**src/design/lffa_pkg.sv**
```systemverilog
`timescale 1ns / 1ps

package lffa_pkg;

    // item and register field widths
    localparam int LED_W    = 3;
    localparam int RAND_W   = 15;
    localparam int CH_W     = 7;
    localparam int POS_W    = 8;
    localparam int HUE_W    = 8;
    localparam int AMODE_W  = 2;
    localparam int APB_DW   = 32;
    localparam int PADDR_W  = 5;
    localparam int REG_IDX_W = 3;

    // register map, word index on paddr[4:2]
    localparam logic [REG_IDX_W-1:0] REG_ANIM_MODE  = 3'd0;
    localparam logic [REG_IDX_W-1:0] REG_ON_TICKS   = 3'd1;
    localparam logic [REG_IDX_W-1:0] REG_OFF_TICKS  = 3'd2;
    localparam logic [REG_IDX_W-1:0] REG_BASE_HUE   = 3'd3;
    localparam logic [REG_IDX_W-1:0] REG_HUE_SPREAD = 3'd4;
    localparam logic [REG_IDX_W-1:0] REG_SECOND_HUE = 3'd5;

    // animation modes and item kinds
    localparam logic [AMODE_W-1:0] MODE_FLASH   = 2'd0;
    localparam logic [AMODE_W-1:0] MODE_FADE    = 2'd1;
    localparam logic               ITEM_TICK    = 1'b0;
    localparam logic               ITEM_RESTART = 1'b1;
    localparam logic [AMODE_W-1:0] ANIM_MODE_RST = MODE_FADE;

    // colour wheel segment bounds
    localparam logic [HUE_W-1:0] WHEEL_SEG_LAST  = 8'd84;
    localparam logic [HUE_W-1:0] WHEEL_SEG       = 8'd85;
    localparam logic [HUE_W-1:0] WHEEL_MID_LAST  = 8'd170;
    localparam logic [HUE_W-1:0] WHEEL_TOP_FIRST = 8'd171;

    // second hue is picked when it is nonzero and the low byte of the random value is below this
    localparam logic [7:0] PICK_LIMIT = 8'd127;

    // shared divider: two quotient bits a cycle
    localparam int DIVIDEND_W   = 16;
    localparam int DIVISOR_W    = 9;
    localparam int DIV_BITS     = 2;
    localparam int DIV_CYCLES   = DIVIDEND_W / DIV_BITS;
    localparam int DIV_CNT_W    = $clog2(DIV_CYCLES);

    typedef struct packed {
        logic [CH_W-1:0] r;
        logic [CH_W-1:0] g;
        logic [CH_W-1:0] b;
    } t_rgb;

    typedef struct packed {
        logic [POS_W-1:0] pos;
        logic [POS_W-1:0] len;
        t_rgb             base;
        t_rgb             shown;
    } t_entry;

    localparam int ENTRY_W = $bits(t_entry);

    typedef struct packed {
        logic                  start;
        logic [DIVIDEND_W-1:0] dividend;
        logic [DIVISOR_W-1:0]  divisor;
    } t_div_req;

    typedef struct packed {
        logic                  busy;
        logic                  done;
        logic [DIVIDEND_W-1:0] quotient;
        logic [DIVISOR_W-1:0]  remainder;
    } t_div_rsp;

    typedef enum logic [3:0] {
        S_IDLE,
        S_READ,
        S_DIV_R,
        S_DIV_G,
        S_DIV_B,
        S_STEP,
        S_LEN,
        S_HUE,
        S_START,
        S_WB,
        S_OUT
    } t_state;

    // three-segment hue wheel
    function automatic t_rgb wheel(input logic [HUE_W-1:0] hue);
        t_rgb             c;
        logic [HUE_W-1:0] t;
        c = '0;
        if (hue <= WHEEL_SEG_LAST) begin
            t   = WHEEL_SEG_LAST - hue;
            c.r = t[CH_W-1:0];
            c.g = hue[CH_W-1:0];
        end else if (hue <= WHEEL_MID_LAST) begin
            t   = (hue == WHEEL_MID_LAST) ? '0 : hue - WHEEL_SEG;
            c.g = CH_W'(WHEEL_SEG_LAST - t);
            c.b = t[CH_W-1:0];
        end else begin
            t   = hue - WHEEL_TOP_FIRST;
            c.r = t[CH_W-1:0];
            c.b = CH_W'(WHEEL_SEG - t);
        end
        return c;
    endfunction

endpackage

```
**src/design/lffa_ram.sv**
```systemverilog
`timescale 1ns / 1ps

module lffa_ram #(
    parameter int WIDTH  = 8,
    parameter int DEPTH  = 8,
    parameter int ADDR_W = (DEPTH > 1) ? $clog2(DEPTH) : 1
) (
    input  logic              i_clk,
    input  logic              i_we,
    input  logic [ADDR_W-1:0] i_waddr,
    input  logic [WIDTH-1:0]  i_wdata,
    input  logic              i_re,
    input  logic [ADDR_W-1:0] i_raddr,
    output logic [WIDTH-1:0]  o_rdata
);

    logic [WIDTH-1:0] r_mem [DEPTH];
    logic [WIDTH-1:0] r_rdata;

    always_ff @(posedge i_clk) begin
        if (i_we) begin
            r_mem[i_waddr] <= i_wdata;
        end
        if (i_re) begin
            r_rdata <= r_mem[i_raddr];
        end
    end

    assign o_rdata = r_rdata;

endmodule

```
**src/design/lffa_div.sv**
```systemverilog
`timescale 1ns / 1ps

module lffa_div (
    input  logic                i_clk,
    input  logic                i_rst_n,
    input  lffa_pkg::t_div_req  i_req,
    output lffa_pkg::t_div_rsp  o_rsp
);

    import lffa_pkg::*;

    logic                  r_busy;
    logic                  r_done;
    logic [DIV_CNT_W-1:0]  r_cnt;
    logic [DIVIDEND_W-1:0] r_quo;
    logic [DIVISOR_W-1:0]  r_rem;
    logic [DIVISOR_W-1:0]  r_dvs;
    logic [DIVIDEND_W-1:0] n_quo;
    logic [DIVISOR_W-1:0]  n_rem;

    // restoring division, two bits per cycle
    always_comb begin
        logic [DIVISOR_W:0] t;
        n_quo = r_quo;
        n_rem = r_rem;
        for (int k = 0; k < DIV_BITS; k++) begin
            t     = {n_rem, n_quo[DIVIDEND_W-1]};
            n_quo = {n_quo[DIVIDEND_W-2:0], 1'b0};
            if (t >= {1'b0, r_dvs}) begin
                n_rem    = DIVISOR_W'(t - {1'b0, r_dvs});
                n_quo[0] = 1'b1;
            end else begin
                n_rem = t[DIVISOR_W-1:0];
            end
        end
    end

    always_ff @(posedge i_clk) begin
        if (!i_rst_n) begin
            r_busy <= 1'b0;
            r_done <= 1'b0;
            r_cnt  <= '0;
        end else begin
            r_done <= 1'b0;
            if (i_req.start) begin
                r_busy <= 1'b1;
                r_cnt  <= '0;
            end else if (r_busy) begin
                r_cnt <= r_cnt + 1'b1;
                if (r_cnt == DIV_CNT_W'(DIV_CYCLES - 1)) begin
                    r_busy <= 1'b0;
                    r_done <= 1'b1;
                end
            end
        end
    end

    always_ff @(posedge i_clk) begin
        if (i_req.start) begin
            r_quo <= i_req.dividend;
            r_rem <= '0;
            r_dvs <= i_req.divisor;
        end else if (r_busy) begin
            r_quo <= n_quo;
            r_rem <= n_rem;
        end
    end

    assign o_rsp.busy      = r_busy;
    assign o_rsp.done      = r_done;
    assign o_rsp.quotient  = r_quo;
    assign o_rsp.remainder = r_rem;

endmodule

```
**src/design/led_flash_fade_animator_top.sv**
```systemverilog
`timescale 1ns / 1ps

// channel   direction  handshake                    payload
// -------   ---------  ---------------------------  -----------------------------------------
// in        sink       i_in_valid / o_in_ready      i_mode, i_led_index, i_rand_length,
//                                                   i_rand_hue, i_rand_pick, i_rand_start
// out       source     o_out_valid / i_out_ready    o_led_out, o_red, o_green, o_blue
// config    APB slave  psel, penable, pwrite        paddr, pwdata, prdata, pready (always high)
//
// one item at a time; a tick in flash or hold mode needs no division, a lit tick in fade mode
// takes three divider passes, a tick that starts a new cycle adds up to two more (length and
// hue), a restart takes up to three (length, hue, start), and an absent led goes straight out
// reset is synchronous, active low; it clears control, registers and per-led valid bits,
// an led whose entry was never written reads as all zero
// the next item is accepted once the previous result has moved to the output register;
// while that register is full and not taken, a finished item waits and holds the input off

module led_flash_fade_animator_top #(
    parameter int LED_COUNT = 6
) (
    input  logic                           i_clk,
    input  logic                           i_rst_n,
    // item input
    input  logic                           i_in_valid,
    output logic                           o_in_ready,
    input  logic                           i_mode,
    input  logic [lffa_pkg::LED_W-1:0]     i_led_index,
    input  logic [lffa_pkg::RAND_W-1:0]    i_rand_length,
    input  logic [lffa_pkg::RAND_W-1:0]    i_rand_hue,
    input  logic [lffa_pkg::RAND_W-1:0]    i_rand_pick,
    input  logic [lffa_pkg::RAND_W-1:0]    i_rand_start,
    // result output
    output logic                           o_out_valid,
    input  logic                           i_out_ready,
    output logic [lffa_pkg::LED_W-1:0]     o_led_out,
    output logic [lffa_pkg::CH_W-1:0]      o_red,
    output logic [lffa_pkg::CH_W-1:0]      o_green,
    output logic [lffa_pkg::CH_W-1:0]      o_blue,
    // configuration
    input  logic                           psel,
    input  logic                           penable,
    input  logic                           pwrite,
    input  logic [lffa_pkg::PADDR_W-1:0]   paddr,
    input  logic [lffa_pkg::APB_DW-1:0]    pwdata,
    output logic [lffa_pkg::APB_DW-1:0]    prdata,
    output logic                           pready
);

    import lffa_pkg::*;

    localparam int ADDR_W  = (LED_COUNT > 1) ? $clog2(LED_COUNT) : 1;
    localparam int CNT_BIT = $clog2(LED_COUNT + 1);
    localparam int CMP_W   = (CNT_BIT > LED_W) ? CNT_BIT : LED_W;

    // configuration registers
    logic [AMODE_W-1:0] r_anim_mode;
    logic [POS_W-1:0]   r_on_ticks;
    logic [POS_W-1:0]   r_off_ticks;
    logic [HUE_W-1:0]   r_base_hue;
    logic [HUE_W-1:0]   r_hue_spread;
    logic [HUE_W-1:0]   r_second_hue;

    // sequencer
    t_state             r_state;
    t_state             n_state;
    logic               r_launched;
    logic               n_launched;
    logic [LED_COUNT-1:0] r_valid;

    // item being worked on
    logic               r_mode;
    logic [LED_W-1:0]   r_idx;
    logic [RAND_W-1:0]  r_rl;
    logic [RAND_W-1:0]  r_rh;
    logic [RAND_W-1:0]  r_rp;
    logic [RAND_W-1:0]  r_rs;
    logic [POS_W-1:0]   r_pos;
    logic [POS_W-1:0]   r_len;
    t_rgb               r_base;
    t_rgb               r_shown;
    logic [CH_W-1:0]    r_num;
    logic [CH_W-1:0]    r_half;

    // output register
    logic               r_out_valid;
    logic [LED_W-1:0]   r_out_led;
    t_rgb               r_out_colour;

    // glue
    logic               w_cfg_wr;
    logic [REG_IDX_W-1:0] w_cfg_idx;
    logic               w_in_acc;
    logic               w_in_range;
    logic               w_out_free;
    logic [ADDR_W-1:0]  w_addr;
    logic [ENTRY_W-1:0] w_ram_rdata;
    logic               w_ram_we;
    t_entry             w_entry;
    t_entry             w_wb_entry;
    logic [CH_W-1:0]    w_half;
    logic [POS_W-1:0]   w_rd_pos;
    logic               w_fade_black;
    logic [CH_W-1:0]    w_num;
    logic [POS_W-1:0]   w_len0;
    logic [POS_W-1:0]   w_pos_inc;
    logic [HUE_W-1:0]   w_hue_off;
    logic [HUE_W-1:0]   w_hue;
    logic [CH_W-1:0]    w_ch;
    logic [2*CH_W-1:0]  w_prod;
    logic               w_div_state;
    t_div_req           w_div_req;
    t_div_rsp           w_div_rsp;

    // ---------------------------------------------------------------------
    // configuration port
    // ---------------------------------------------------------------------
    assign pready    = 1'b1;
    assign w_cfg_wr  = psel & penable & pwrite & pready;
    assign w_cfg_idx = paddr[PADDR_W-1:2];

    always_ff @(posedge i_clk) begin
        if (!i_rst_n) begin
            r_anim_mode  <= ANIM_MODE_RST;
            r_on_ticks   <= '0;
            r_off_ticks  <= '0;
            r_base_hue   <= '0;
            r_hue_spread <= '0;
            r_second_hue <= '0;
        end else if (w_cfg_wr) begin
            case (w_cfg_idx)
                REG_ANIM_MODE:  r_anim_mode  <= pwdata[AMODE_W-1:0];
                REG_ON_TICKS:   r_on_ticks   <= pwdata[POS_W-1:0];
                REG_OFF_TICKS:  r_off_ticks  <= pwdata[POS_W-1:0];
                REG_BASE_HUE:   r_base_hue   <= pwdata[HUE_W-1:0];
                REG_HUE_SPREAD: r_hue_spread <= pwdata[HUE_W-1:0];
                REG_SECOND_HUE: r_second_hue <= pwdata[HUE_W-1:0];
                default: ;
            endcase
        end
    end

    always_comb begin
        case (w_cfg_idx)
            REG_ANIM_MODE:  prdata = APB_DW'(r_anim_mode);
            REG_ON_TICKS:   prdata = APB_DW'(r_on_ticks);
            REG_OFF_TICKS:  prdata = APB_DW'(r_off_ticks);
            REG_BASE_HUE:   prdata = APB_DW'(r_base_hue);
            REG_HUE_SPREAD: prdata = APB_DW'(r_hue_spread);
            REG_SECOND_HUE: prdata = APB_DW'(r_second_hue);
            default:        prdata = '0;
        endcase
    end

    // ---------------------------------------------------------------------
    // per-led state memory: position, length, base and shown colour
    // ---------------------------------------------------------------------
    assign w_in_acc   = i_in_valid & o_in_ready;
    assign w_in_range = CMP_W'(i_led_index) < CMP_W'(LED_COUNT);
    assign w_addr     = (r_state == S_IDLE) ? ADDR_W'(i_led_index) : ADDR_W'(r_idx);

    assign w_wb_entry.pos   = r_pos;
    assign w_wb_entry.len   = r_len;
    assign w_wb_entry.base  = r_base;
    assign w_wb_entry.shown = r_shown;

    lffa_ram #(
        .WIDTH (ENTRY_W),
        .DEPTH (LED_COUNT)
    ) u_state_ram (
        .i_clk   (i_clk),
        .i_we    (w_ram_we),
        .i_waddr (w_addr),
        .i_wdata (w_wb_entry),
        .i_re    (w_in_acc),
        .i_raddr (w_addr),
        .o_rdata (w_ram_rdata)
    );

    // an led never written back reads as its reset value
    assign w_entry = r_valid[w_addr] ? t_entry'(w_ram_rdata) : '0;

    always_ff @(posedge i_clk) begin
        if (!i_rst_n) begin
            r_valid <= '0;
        end else if (w_ram_we) begin
            r_valid[w_addr] <= 1'b1;
        end
    end

    // ---------------------------------------------------------------------
    // shared divider: fade scaling, and the length, hue and start modulos that set up a new cycle
    // ---------------------------------------------------------------------
    lffa_div u_div (
        .i_clk   (i_clk),
        .i_rst_n (i_rst_n),
        .i_req   (w_div_req),
        .o_rsp   (w_div_rsp)
    );

    // ---------------------------------------------------------------------
    // datapath helpers
    // ---------------------------------------------------------------------
    assign w_half       = r_on_ticks[POS_W-1:1];
    assign w_rd_pos     = w_entry.pos;
    // black when the ramp has no width or the lit portion is over
    assign w_fade_black = (w_half == '0) || (w_rd_pos >= r_on_ticks);
    // rising half counts up, falling half counts back down
    assign w_num        = (w_rd_pos < {1'b0, w_half}) ? w_rd_pos[CH_W-1:0]
                                                      : CH_W'({w_half, 1'b0} - w_rd_pos);
    assign w_len0       = r_on_ticks + r_off_ticks;
    assign w_pos_inc    = r_pos + 1'b1;
    assign w_hue_off    = r_base_hue + w_div_rsp.remainder[HUE_W-1:0];
    assign w_hue        = ((r_second_hue != '0) && (r_rp[7:0] < PICK_LIMIT)) ? r_second_hue
                                                                             : w_hue_off;

    always_comb begin
        case (r_state)
            S_DIV_R: w_ch = r_base.r;
            S_DIV_G: w_ch = r_base.g;
            default: w_ch = r_base.b;
        endcase
    end

    assign w_prod = w_ch * r_num;

    // ---------------------------------------------------------------------
    // sequencer: next state
    // ---------------------------------------------------------------------
    always_comb begin
        n_state = r_state;
        case (r_state)
            S_IDLE: begin
                if (w_in_acc) begin
                    n_state = w_in_range ? S_READ : S_OUT;
                end
            end
            S_READ: begin
                if (r_mode == ITEM_RESTART) begin
                    n_state = S_LEN;
                end else if ((r_anim_mode == MODE_FADE) && !w_fade_black) begin
                    n_state = S_DIV_R;
                end else begin
                    n_state = S_STEP;
                end
            end
            S_DIV_R: begin
                if (w_div_rsp.done) n_state = S_DIV_G;
            end
            S_DIV_G: begin
                if (w_div_rsp.done) n_state = S_DIV_B;
            end
            S_DIV_B: begin
                if (w_div_rsp.done) n_state = S_STEP;
            end
            S_STEP: begin
                n_state = (w_pos_inc >= r_len) ? S_LEN : S_WB;
            end
            S_LEN: begin
                if ((w_len0 == '0) || w_div_rsp.done) n_state = S_HUE;
            end
            S_HUE: begin
                if (w_div_rsp.done) begin
                    n_state = (r_mode == ITEM_RESTART) ? S_START : S_WB;
                end
            end
            S_START: begin
                if ((r_len == '0) || w_div_rsp.done) n_state = S_WB;
            end
            S_WB: begin
                n_state = S_OUT;
            end
            S_OUT: begin
                if (w_out_free) n_state = S_IDLE;
            end
            default: n_state = S_IDLE;
        endcase
    end

    // ---------------------------------------------------------------------
    // sequencer: outputs
    // ---------------------------------------------------------------------
    always_comb begin
        o_in_ready = 1'b0;
        w_ram_we   = 1'b0;
        w_div_state = 1'b0;
        w_div_req.dividend = DIVIDEND_W'(w_prod);
        w_div_req.divisor  = DIVISOR_W'(r_half);
        case (r_state)
            S_IDLE: o_in_ready = 1'b1;
            S_DIV_R, S_DIV_G, S_DIV_B: w_div_state = 1'b1;
            S_LEN: begin
                w_div_state        = (w_len0 != '0);
                w_div_req.dividend = DIVIDEND_W'(r_rl);
                w_div_req.divisor  = DIVISOR_W'(w_len0);
            end
            S_HUE: begin
                w_div_state        = 1'b1;
                w_div_req.dividend = DIVIDEND_W'(r_rh);
                w_div_req.divisor  = DIVISOR_W'(r_hue_spread) + 1'b1;
            end
            S_START: begin
                w_div_state        = (r_len != '0);
                w_div_req.dividend = DIVIDEND_W'(r_rs);
                w_div_req.divisor  = DIVISOR_W'(r_len);
            end
            S_WB: w_ram_we = 1'b1;
            default: ;
        endcase
        w_div_req.start = w_div_state & ~r_launched;
        if (w_div_req.start) begin
            n_launched = 1'b1;
        end else if (w_div_rsp.done) begin
            n_launched = 1'b0;
        end else begin
            n_launched = r_launched;
        end
    end

    always_ff @(posedge i_clk) begin
        if (!i_rst_n) begin
            r_state    <= S_IDLE;
            r_launched <= 1'b0;
        end else begin
            r_state    <= n_state;
            r_launched <= n_launched;
        end
    end

    // ---------------------------------------------------------------------
    // working registers
    // ---------------------------------------------------------------------
    always_ff @(posedge i_clk) begin
        case (r_state)
            S_IDLE: begin
                if (w_in_acc) begin
                    r_mode  <= i_mode;
                    r_idx   <= i_led_index;
                    r_rl    <= i_rand_length;
                    r_rh    <= i_rand_hue;
                    r_rp    <= i_rand_pick;
                    r_rs    <= i_rand_start;
                    r_shown <= '0;
                end
            end
            S_READ: begin
                r_pos  <= w_entry.pos;
                r_len  <= w_entry.len;
                r_base <= w_entry.base;
                r_num  <= w_num;
                r_half <= w_half;
                if (r_mode == ITEM_TICK && r_anim_mode == MODE_FLASH) begin
                    r_shown <= (w_rd_pos >= r_on_ticks) ? '0 : w_entry.base;
                end else if (r_mode == ITEM_TICK && r_anim_mode == MODE_FADE
                             && w_fade_black) begin
                    r_shown <= '0;
                end else begin
                    r_shown <= w_entry.shown;
                end
            end
            S_DIV_R: begin
                if (w_div_rsp.done) r_shown.r <= w_div_rsp.quotient[CH_W-1:0];
            end
            S_DIV_G: begin
                if (w_div_rsp.done) r_shown.g <= w_div_rsp.quotient[CH_W-1:0];
            end
            S_DIV_B: begin
                if (w_div_rsp.done) r_shown.b <= w_div_rsp.quotient[CH_W-1:0];
            end
            S_STEP: begin
                r_pos <= w_pos_inc;
            end
            S_LEN: begin
                r_pos <= '0;
                if (w_len0 == '0) begin
                    r_len <= '0;
                end else if (w_div_rsp.done) begin
                    r_len <= w_len0 + w_div_rsp.remainder[POS_W-1:0];
                end
            end
            S_HUE: begin
                if (w_div_rsp.done) r_base <= wheel(w_hue);
            end
            S_START: begin
                if (r_len == '0) begin
                    r_pos <= '0;
                end else if (w_div_rsp.done) begin
                    r_pos <= w_div_rsp.remainder[POS_W-1:0];
                end
            end
            default: ;
        endcase
    end

    // ---------------------------------------------------------------------
    // output register
    // ---------------------------------------------------------------------
    assign w_out_free = ~r_out_valid | i_out_ready;

    always_ff @(posedge i_clk) begin
        if (!i_rst_n) begin
            r_out_valid <= 1'b0;
        end else if (r_state == S_OUT && w_out_free) begin
            r_out_valid <= 1'b1;
        end else if (i_out_ready) begin
            r_out_valid <= 1'b0;
        end
    end

    always_ff @(posedge i_clk) begin
        if (r_state == S_OUT && w_out_free) begin
            r_out_led    <= r_idx;
            r_out_colour <= r_shown;
        end
    end

    assign o_out_valid = r_out_valid;
    assign o_led_out   = r_out_led;
    assign o_red       = r_out_colour.r;
    assign o_green     = r_out_colour.g;
    assign o_blue      = r_out_colour.b;

`ifndef SYNTHESIS
    // an accepted item goes to the memory read, or straight out when the led is absent
    a_accept_next: assert property (@(posedge i_clk) disable iff (!i_rst_n)
        w_in_acc |=> (r_state == S_READ || r_state == S_OUT))
        else $error("unexpected state after item accept");

    // a division is only launched on an idle divider
    a_div_idle: assert property (@(posedge i_clk) disable iff (!i_rst_n)
        w_div_req.start |-> (!w_div_rsp.busy && !w_div_rsp.done))
        else $error("division launched while divider in use");

    // only leds that exist are ever written back
    a_wb_range: assert property (@(posedge i_clk) disable iff (!i_rst_n)
        w_ram_we |-> (CMP_W'(r_idx) < CMP_W'(LED_COUNT)))
        else $error("write-back to an absent led");

    // colour levels stay on the wheel range
    a_level_range: assert property (@(posedge i_clk) disable iff (!i_rst_n)
        o_out_valid |-> (o_red <= CH_W'(WHEEL_SEG) && o_green <= CH_W'(WHEEL_SEG)
                         && o_blue <= CH_W'(WHEEL_SEG)))
        else $error("colour level above range");

    // an absent led reports black
    a_absent_black: assert property (@(posedge i_clk) disable iff (!i_rst_n)
        (o_out_valid && (CMP_W'(o_led_out) >= CMP_W'(LED_COUNT)))
            |-> (o_red == '0 && o_green == '0 && o_blue == '0))
        else $error("absent led not black");
`endif

endmodule
```
**config.mk**
```make
export PLATFORM = sky130hd
export DESIGN_NAME = led_flash_fade_animator_top
export DESIGN_NICKNAME = d
export VERILOG_FILES = /design/src/design/lffa_pkg.sv /design/src/design/lffa_ram.sv /design/src/design/lffa_div.sv /design/src/design/led_flash_fade_animator_top.sv
export SDC_FILE = /design/constraint.sdc
export NUM_CORES = 1
export LEC_CHECK = 0
export BUFFER_PORTS_ARGS = -buffer_cell sky130_fd_sc_hd__buf_2
export CORE_AREA = 4 4 246 248
export DETAILED_ROUTE_END_ITERATION = 6
export DIE_AREA = 0 0 250 252
export GPL_ROUTABILITY_DRIVEN = 0
export MAX_ROUTING_LAYER = met4
export PLACE_DENSITY = 0.7
export SLEW_MARGIN = 20
export SYNTH_ARGS = -nofsm -noshare
export SYNTH_HDL_FRONTEND = slang
export SYNTH_SLANG_ARGS = --single-unit
```
**constraint.sdc**
```tcl
create_clock -name i_clk -period 10.5 [get_ports i_clk]
set_clock_uncertainty 0.2 [all_clocks]
set_input_delay 2.1 -clock i_clk [delete_from_list [all_inputs] [get_ports i_clk]]
set_output_delay 2.1 -clock i_clk [all_outputs]
set_load 0.05 [all_outputs]
```
==> Flow_metrics.wiki <==
{| class="wikitable"
! Metric !! Value
|-
| Status || finished, final reports clean
|-
| Final worst path period share || roughly 64%
|-
| Unrepaired setup endpoints after global routing || no
|-
| Number of enable flip-flop cells after synthesis || roughly 580
|-
| Transition time of the tightest slew-check pin || 1.143 ns
|-
| Library cells used by synthesis || 84
|-
| Remaining antenna violation count || 0
|-
| Effective utilization at floorplan || between 50% and 60%
|-
| Smallest hold slack || 0.2782 ns
|-
| Leakage || around 13 nW
|-
| Hold-fix buffers at CTS || 0
|-
| Worst endpoint required time || 10.74 ns
|-
| Gr usage total || 23.07%
|-
| Main flop type after synthesis || sky130_fd_sc_hd__edfxtp_1
|-
| Critical path class || reg2reg
|-
| Portion of synthesized cell area occupied by the leading cell type || 57.23%
|-
| DIE AREA || 63000 µm²
|-
| Initial DRC count || 1839
|-
| Average wire length per cell after detail routing || 22.55 µm
|-
| Cell repeated most along the worst path || sky130_fd_sc_hd__inv_1
|-
| Endpoints failing hold || 0
|-
| Clock tree from TritonCTS || built
|-
| Initial antenna violation count || 1
|-
| Worst vdd rail ir drop || 0.2369 mV
|-
| Largest net degree at the start of global routing || 88
|-
| Cell row count || slightly below 90
|-
| Class of the worst hold path || reg2reg
|-
| Mapped cell area || about 30000 µm²
|-
| Number of failing setup endpoints in the final timing report || 0
|-
| First-pass iteration count of the detailed router || 6
|-
| Critical path data arrival time || 6.99 ns
|-
| Final Core Density || 58.57%
|-
| Power density over cell area || ~310 nW/µm²
|-
| Critical register-to-register path startpoint || r_state[3]$_SDFFE_PN0P_
|-
| Total power draw || 10.76 mW
|-
| Shortest clock period the worst path allows after layout || 6.754 ns
|-
| Cts bufs inserted || 68
|-
| Number of synthesized register bits || roughly 650
|-
| Worst setup slack for register-to-register paths || 3.75 ns
|-
| Net count of the finished layout || 2563
|-
| Top cells by instance count after synthesis || 584 x sky130_fd_sc_hd__edfxtp_1, 163 x sky130_fd_sc_hd__nand2_1, 140 x sky130_fd_sc_hd__mux2i_1
|-
| Share of async-settable or async-resettable flops after synthesis || 0%
|-
| Highest-delay cell along the critical path || sky130_fd_sc_hd__o21ai_0
|-
| Sum of negative setup slack || 0 ns
|-
| Vias || 18850
|-
| Post-synthesis cell count || approximately 2200
|-
| Critical path fanouts, max || 16
|-
| Core area || 58460 µm²
|-
| Endpoint type of the worst setup path || flip-flop
|-
| Reg2reg path depth || 23
|-
| WHS Path Cells || 1
|-
| Count of instances resized after the clock tree is built || 0
|-
| Yosys top cell by area || sky130_fd_sc_hd__edfxtp_1
|-
| Worst r2r dst || u_div.r_quo[12]$_DFFE_PP_
|-
| Number of top-level design ports || 167
|-
| Vertical die dimension || about 250 µm
|-
| Clock-pin slew on the worst setup and hold paths || around 0.060 ns
|-
| Worst setup path startpoint || r_state[3]$_SDFFE_PN0P_
|-
| H-Tree Level Count || 3
|-
| Cell chain of the critical path || inv_1 > nand2_1 > nor2_1 > buf_4 > o21ai_0 > nand2b_1 > fa_1 > fa_1 > inv_1 > fa_1 > inv_1 > fa_1 > inv_1 > ha_1 > inv_1 > o21bai_1 > a21oi_1 > o21bai_1 > a31o_2 > a21oi_1 > xnor2_1 > nand2_1 > a31oi_1
|-
| Post-detailed-placement half-perimeter wirelength || 46700 µm
|-
| Achievable Freq || ~0.15 GHz
|-
| Total detailed-routing wirelength || 70940 µm
|-
| Clock sink count || 652
|-
| Average size of a mapped cell || 13.88 µm²
|-
| First-pass GRT wire length || roughly 110000 µm
|-
| Synth top area cells || sky130_fd_sc_hd__edfxtp_1 57%, sky130_fd_sc_hd__mux2i_1 4.6%, sky130_fd_sc_hd__mux4_2 4.5%
|-
| Number of buffers inserted by post-CTS setup repair || 0
|-
| Startpoint of the worst hold path || r_valid[5]$_SDFFE_PN0P_
|-
| Source-to-sink clock delay at the later pin of the worst-skew pair || 0.62 ns
|-
| Most common cell in the netlist || sky130_fd_sc_hd__edfxtp_1
|-
| Worst min-delay path endpoint || r_valid[5]$_SDFFE_PN0P_
|-
| CP Launch Type || flip-flop
|-
| Placed insts || 3021
|-
| Vias per std cell || 5.993
|-
| Part of the Yosys area used for sequential elements || 61.68%
|-
| Area growth syn-to-layout || 11.75%
|-
| Total count of max-transition violations in the final report || 0
|-
| Max-Slew Margin vs Limit || a little under a quarter
|-
| Global route overflow || 0
|-
| Horizontal extent of the die || 250 µm
|-
| Vias in the first global route || approximately 19000
|-
| Clk buf depth || 3
|-
| Fraction of layout cells with a size suffix above 1 || 14.68%
|-
| YS warnings || 0
|-
| Count of unresolved DRC violations after routing || 0
|-
| Number of buffer cells added on primary ports || between 100 and 150
|-
| Finished Layout Cells || 3145
|-
| Maximum Capacitance Violations || 0
|-
| Slowest stage delay, CP || 0.77 ns
|-
| Cell at the root of the clock tree || sky130_fd_sc_hd__clkbuf_16
|}
## cell usage in the layout (no fill, tap or decap), types with 10 or more instances in the layout
cell type | synthesis | routed
sky130_fd_sc_hd__buf_2 | 20 | 108
sky130_fd_sc_hd__mux2i_1 | 140 | 138
sky130_fd_sc_hd__a21o_1 | 22 | 22
sky130_fd_sc_hd__o21a_1 | 12 | 12
sky130_fd_sc_hd__a222oi_1 | 18 | 18
sky130_fd_sc_hd__a21oi_1 | 67 | 67
sky130_fd_sc_hd__buf_4 | 28 | 32
sky130_fd_sc_hd__clkbuf_1 | 58 | 12
sky130_fd_sc_hd__o21bai_1 | 12 | 12
sky130_fd_sc_hd__xnor2_1 | 51 | 51
sky130_fd_sc_hd__fa_1 | 30 | 30
sky130_fd_sc_hd__a32oi_1 | 16 | 16
sky130_fd_sc_hd__nor2_1 | 91 | 88
sky130_fd_sc_hd__inv_1 | 83 | 83
sky130_fd_sc_hd__ha_1 | 106 | 106
sky130_fd_sc_hd__nand2_1 | 163 | 163
sky130_fd_sc_hd__conb_1 | 2 | 25
sky130_fd_sc_hd__o21ai_1 | 16 | 17
sky130_fd_sc_hd__mux4_2 | 61 | 61
sky130_fd_sc_hd__a211oi_1 | 13 | 13
sky130_fd_sc_hd__a31oi_1 | 21 | 21
sky130_fd_sc_hd__clkinv_2 | 0 | 10
sky130_fd_sc_hd__nand3_1 | 27 | 27
sky130_fd_sc_hd__edfxtp_1 | 584 | 584
sky130_fd_sc_hd__nor3_1 | 28 | 24
sky130_fd_sc_hd__and2_1 | 13 | 12
sky130_fd_sc_hd__clkinv_1 | 0 | 13
sky130_fd_sc_hd__a22oi_1 | 19 | 19
sky130_fd_sc_hd__nand2b_1 | 22 | 22
sky130_fd_sc_hd__nand4_1 | 10 | 10
sky130_fd_sc_hd__nor2b_1 | 92 | 92
sky130_fd_sc_hd__xor2_1 | 31 | 31
sky130_fd_sc_hd__dfxtp_1 | 68 | 68
sky130_fd_sc_hd__o21ai_0 | 126 | 124
sky130_fd_sc_hd__clkbuf_16 | 0 | 69
sky130_fd_sc_hd__a22o_1 | 10 | 10
## logic make-up (layout without fill, tap and decap cells)
logic type | count (synthesis) | after routing | synth area share, %
flops | 652 | 652 | 61.68
mux | 212 | 212 | 9.482
buf+inv | 206 | 346 | 2.997
compound gates | 419 | 419 | 9.012
fa+ha+maj | 136 | 136 | 6.289
other cells | 2 | 26 | 0.02451
xor+xnor | 83 | 83 | 2.397
simple gates | 498 | 498 | 8.122
## worst max-delay path, delay by kind of cell, from the launching register on
family	cells	cell delay [ns]
adder cells (fa/ha/maj)	5	2.37
AO/OA/AOI/OAI	7	1.84
buffers and inverters	6	0.71
flip-flops	1	0.71
AND/OR/NAND/NOR	4	0.58
XOR/XNOR	1	0.16
## worst max path at each step
stage	to	slack, ns	depth (start not counted)
after detailed placement	r_shown[19]$_DFFE_PP_	3.54	18
after global placement	r_shown[5]$_DFFE_PP_	3.66	19
final	u_div.r_quo[12]$_DFFE_PP_	3.75	23
after floorplan	u_state_ram.r_mem[3][0]$_DFFE_PP_	1.14	6
after CTS	u_div.r_quo[12]$_DFFE_PP_	3.78	23
after global routing	u_div.r_quo[12]$_DFFE_PP_	3.29	23
## per-stage QoR
step	setup slack [ns]	area (µm²)
floorplan	1.136	30730
global placement	3.657	31990
detailed placement	3.538	32000
CTS	3.779	34210
global route	3.290	34240
finish	3.746	34240
## layout make-up
cell class	instances	area, µm²
Inverter	83	311.5
Clock buffer	83	1799
Fill cell	4516	24220
Multi-Input combinational cell	1373	11040
Clock inverter	39	415.4
Tap cell	773	967.2
Sequential cell	652	18900
Antenna cell	1	2.502
Timing Repair Buffer	141	808.3
## per-layer routing
layer	share of wire (%)	up-vias	track usage [%]
met5	0	-	-
met4	2.5	0	7.006
met3	7.8	132	3.701
met2	46	819	34.99
met1	44	9352	32.68
li1	-	8545	-
## state kept, by name (all words and copies together) (netlist names), 9 cells and up
register             count
r_base                  21
r_rh                    15
r_rl                    15
r_rs                    15
r_shown                 21
u_div.r_dvs              9
u_div.r_quo             16
u_div.r_rem              9
u_state_ram.o_rdata     58
u_state_ram.r_mem      348
## power breakdown
part           total, mW  internal, mW  switching [mW]
Clock               2.40          1.39            1.02
Sequential          4.10          3.61           0.495
Combinational       4.26          1.76            2.50
(Power assumes the default switching activity.)
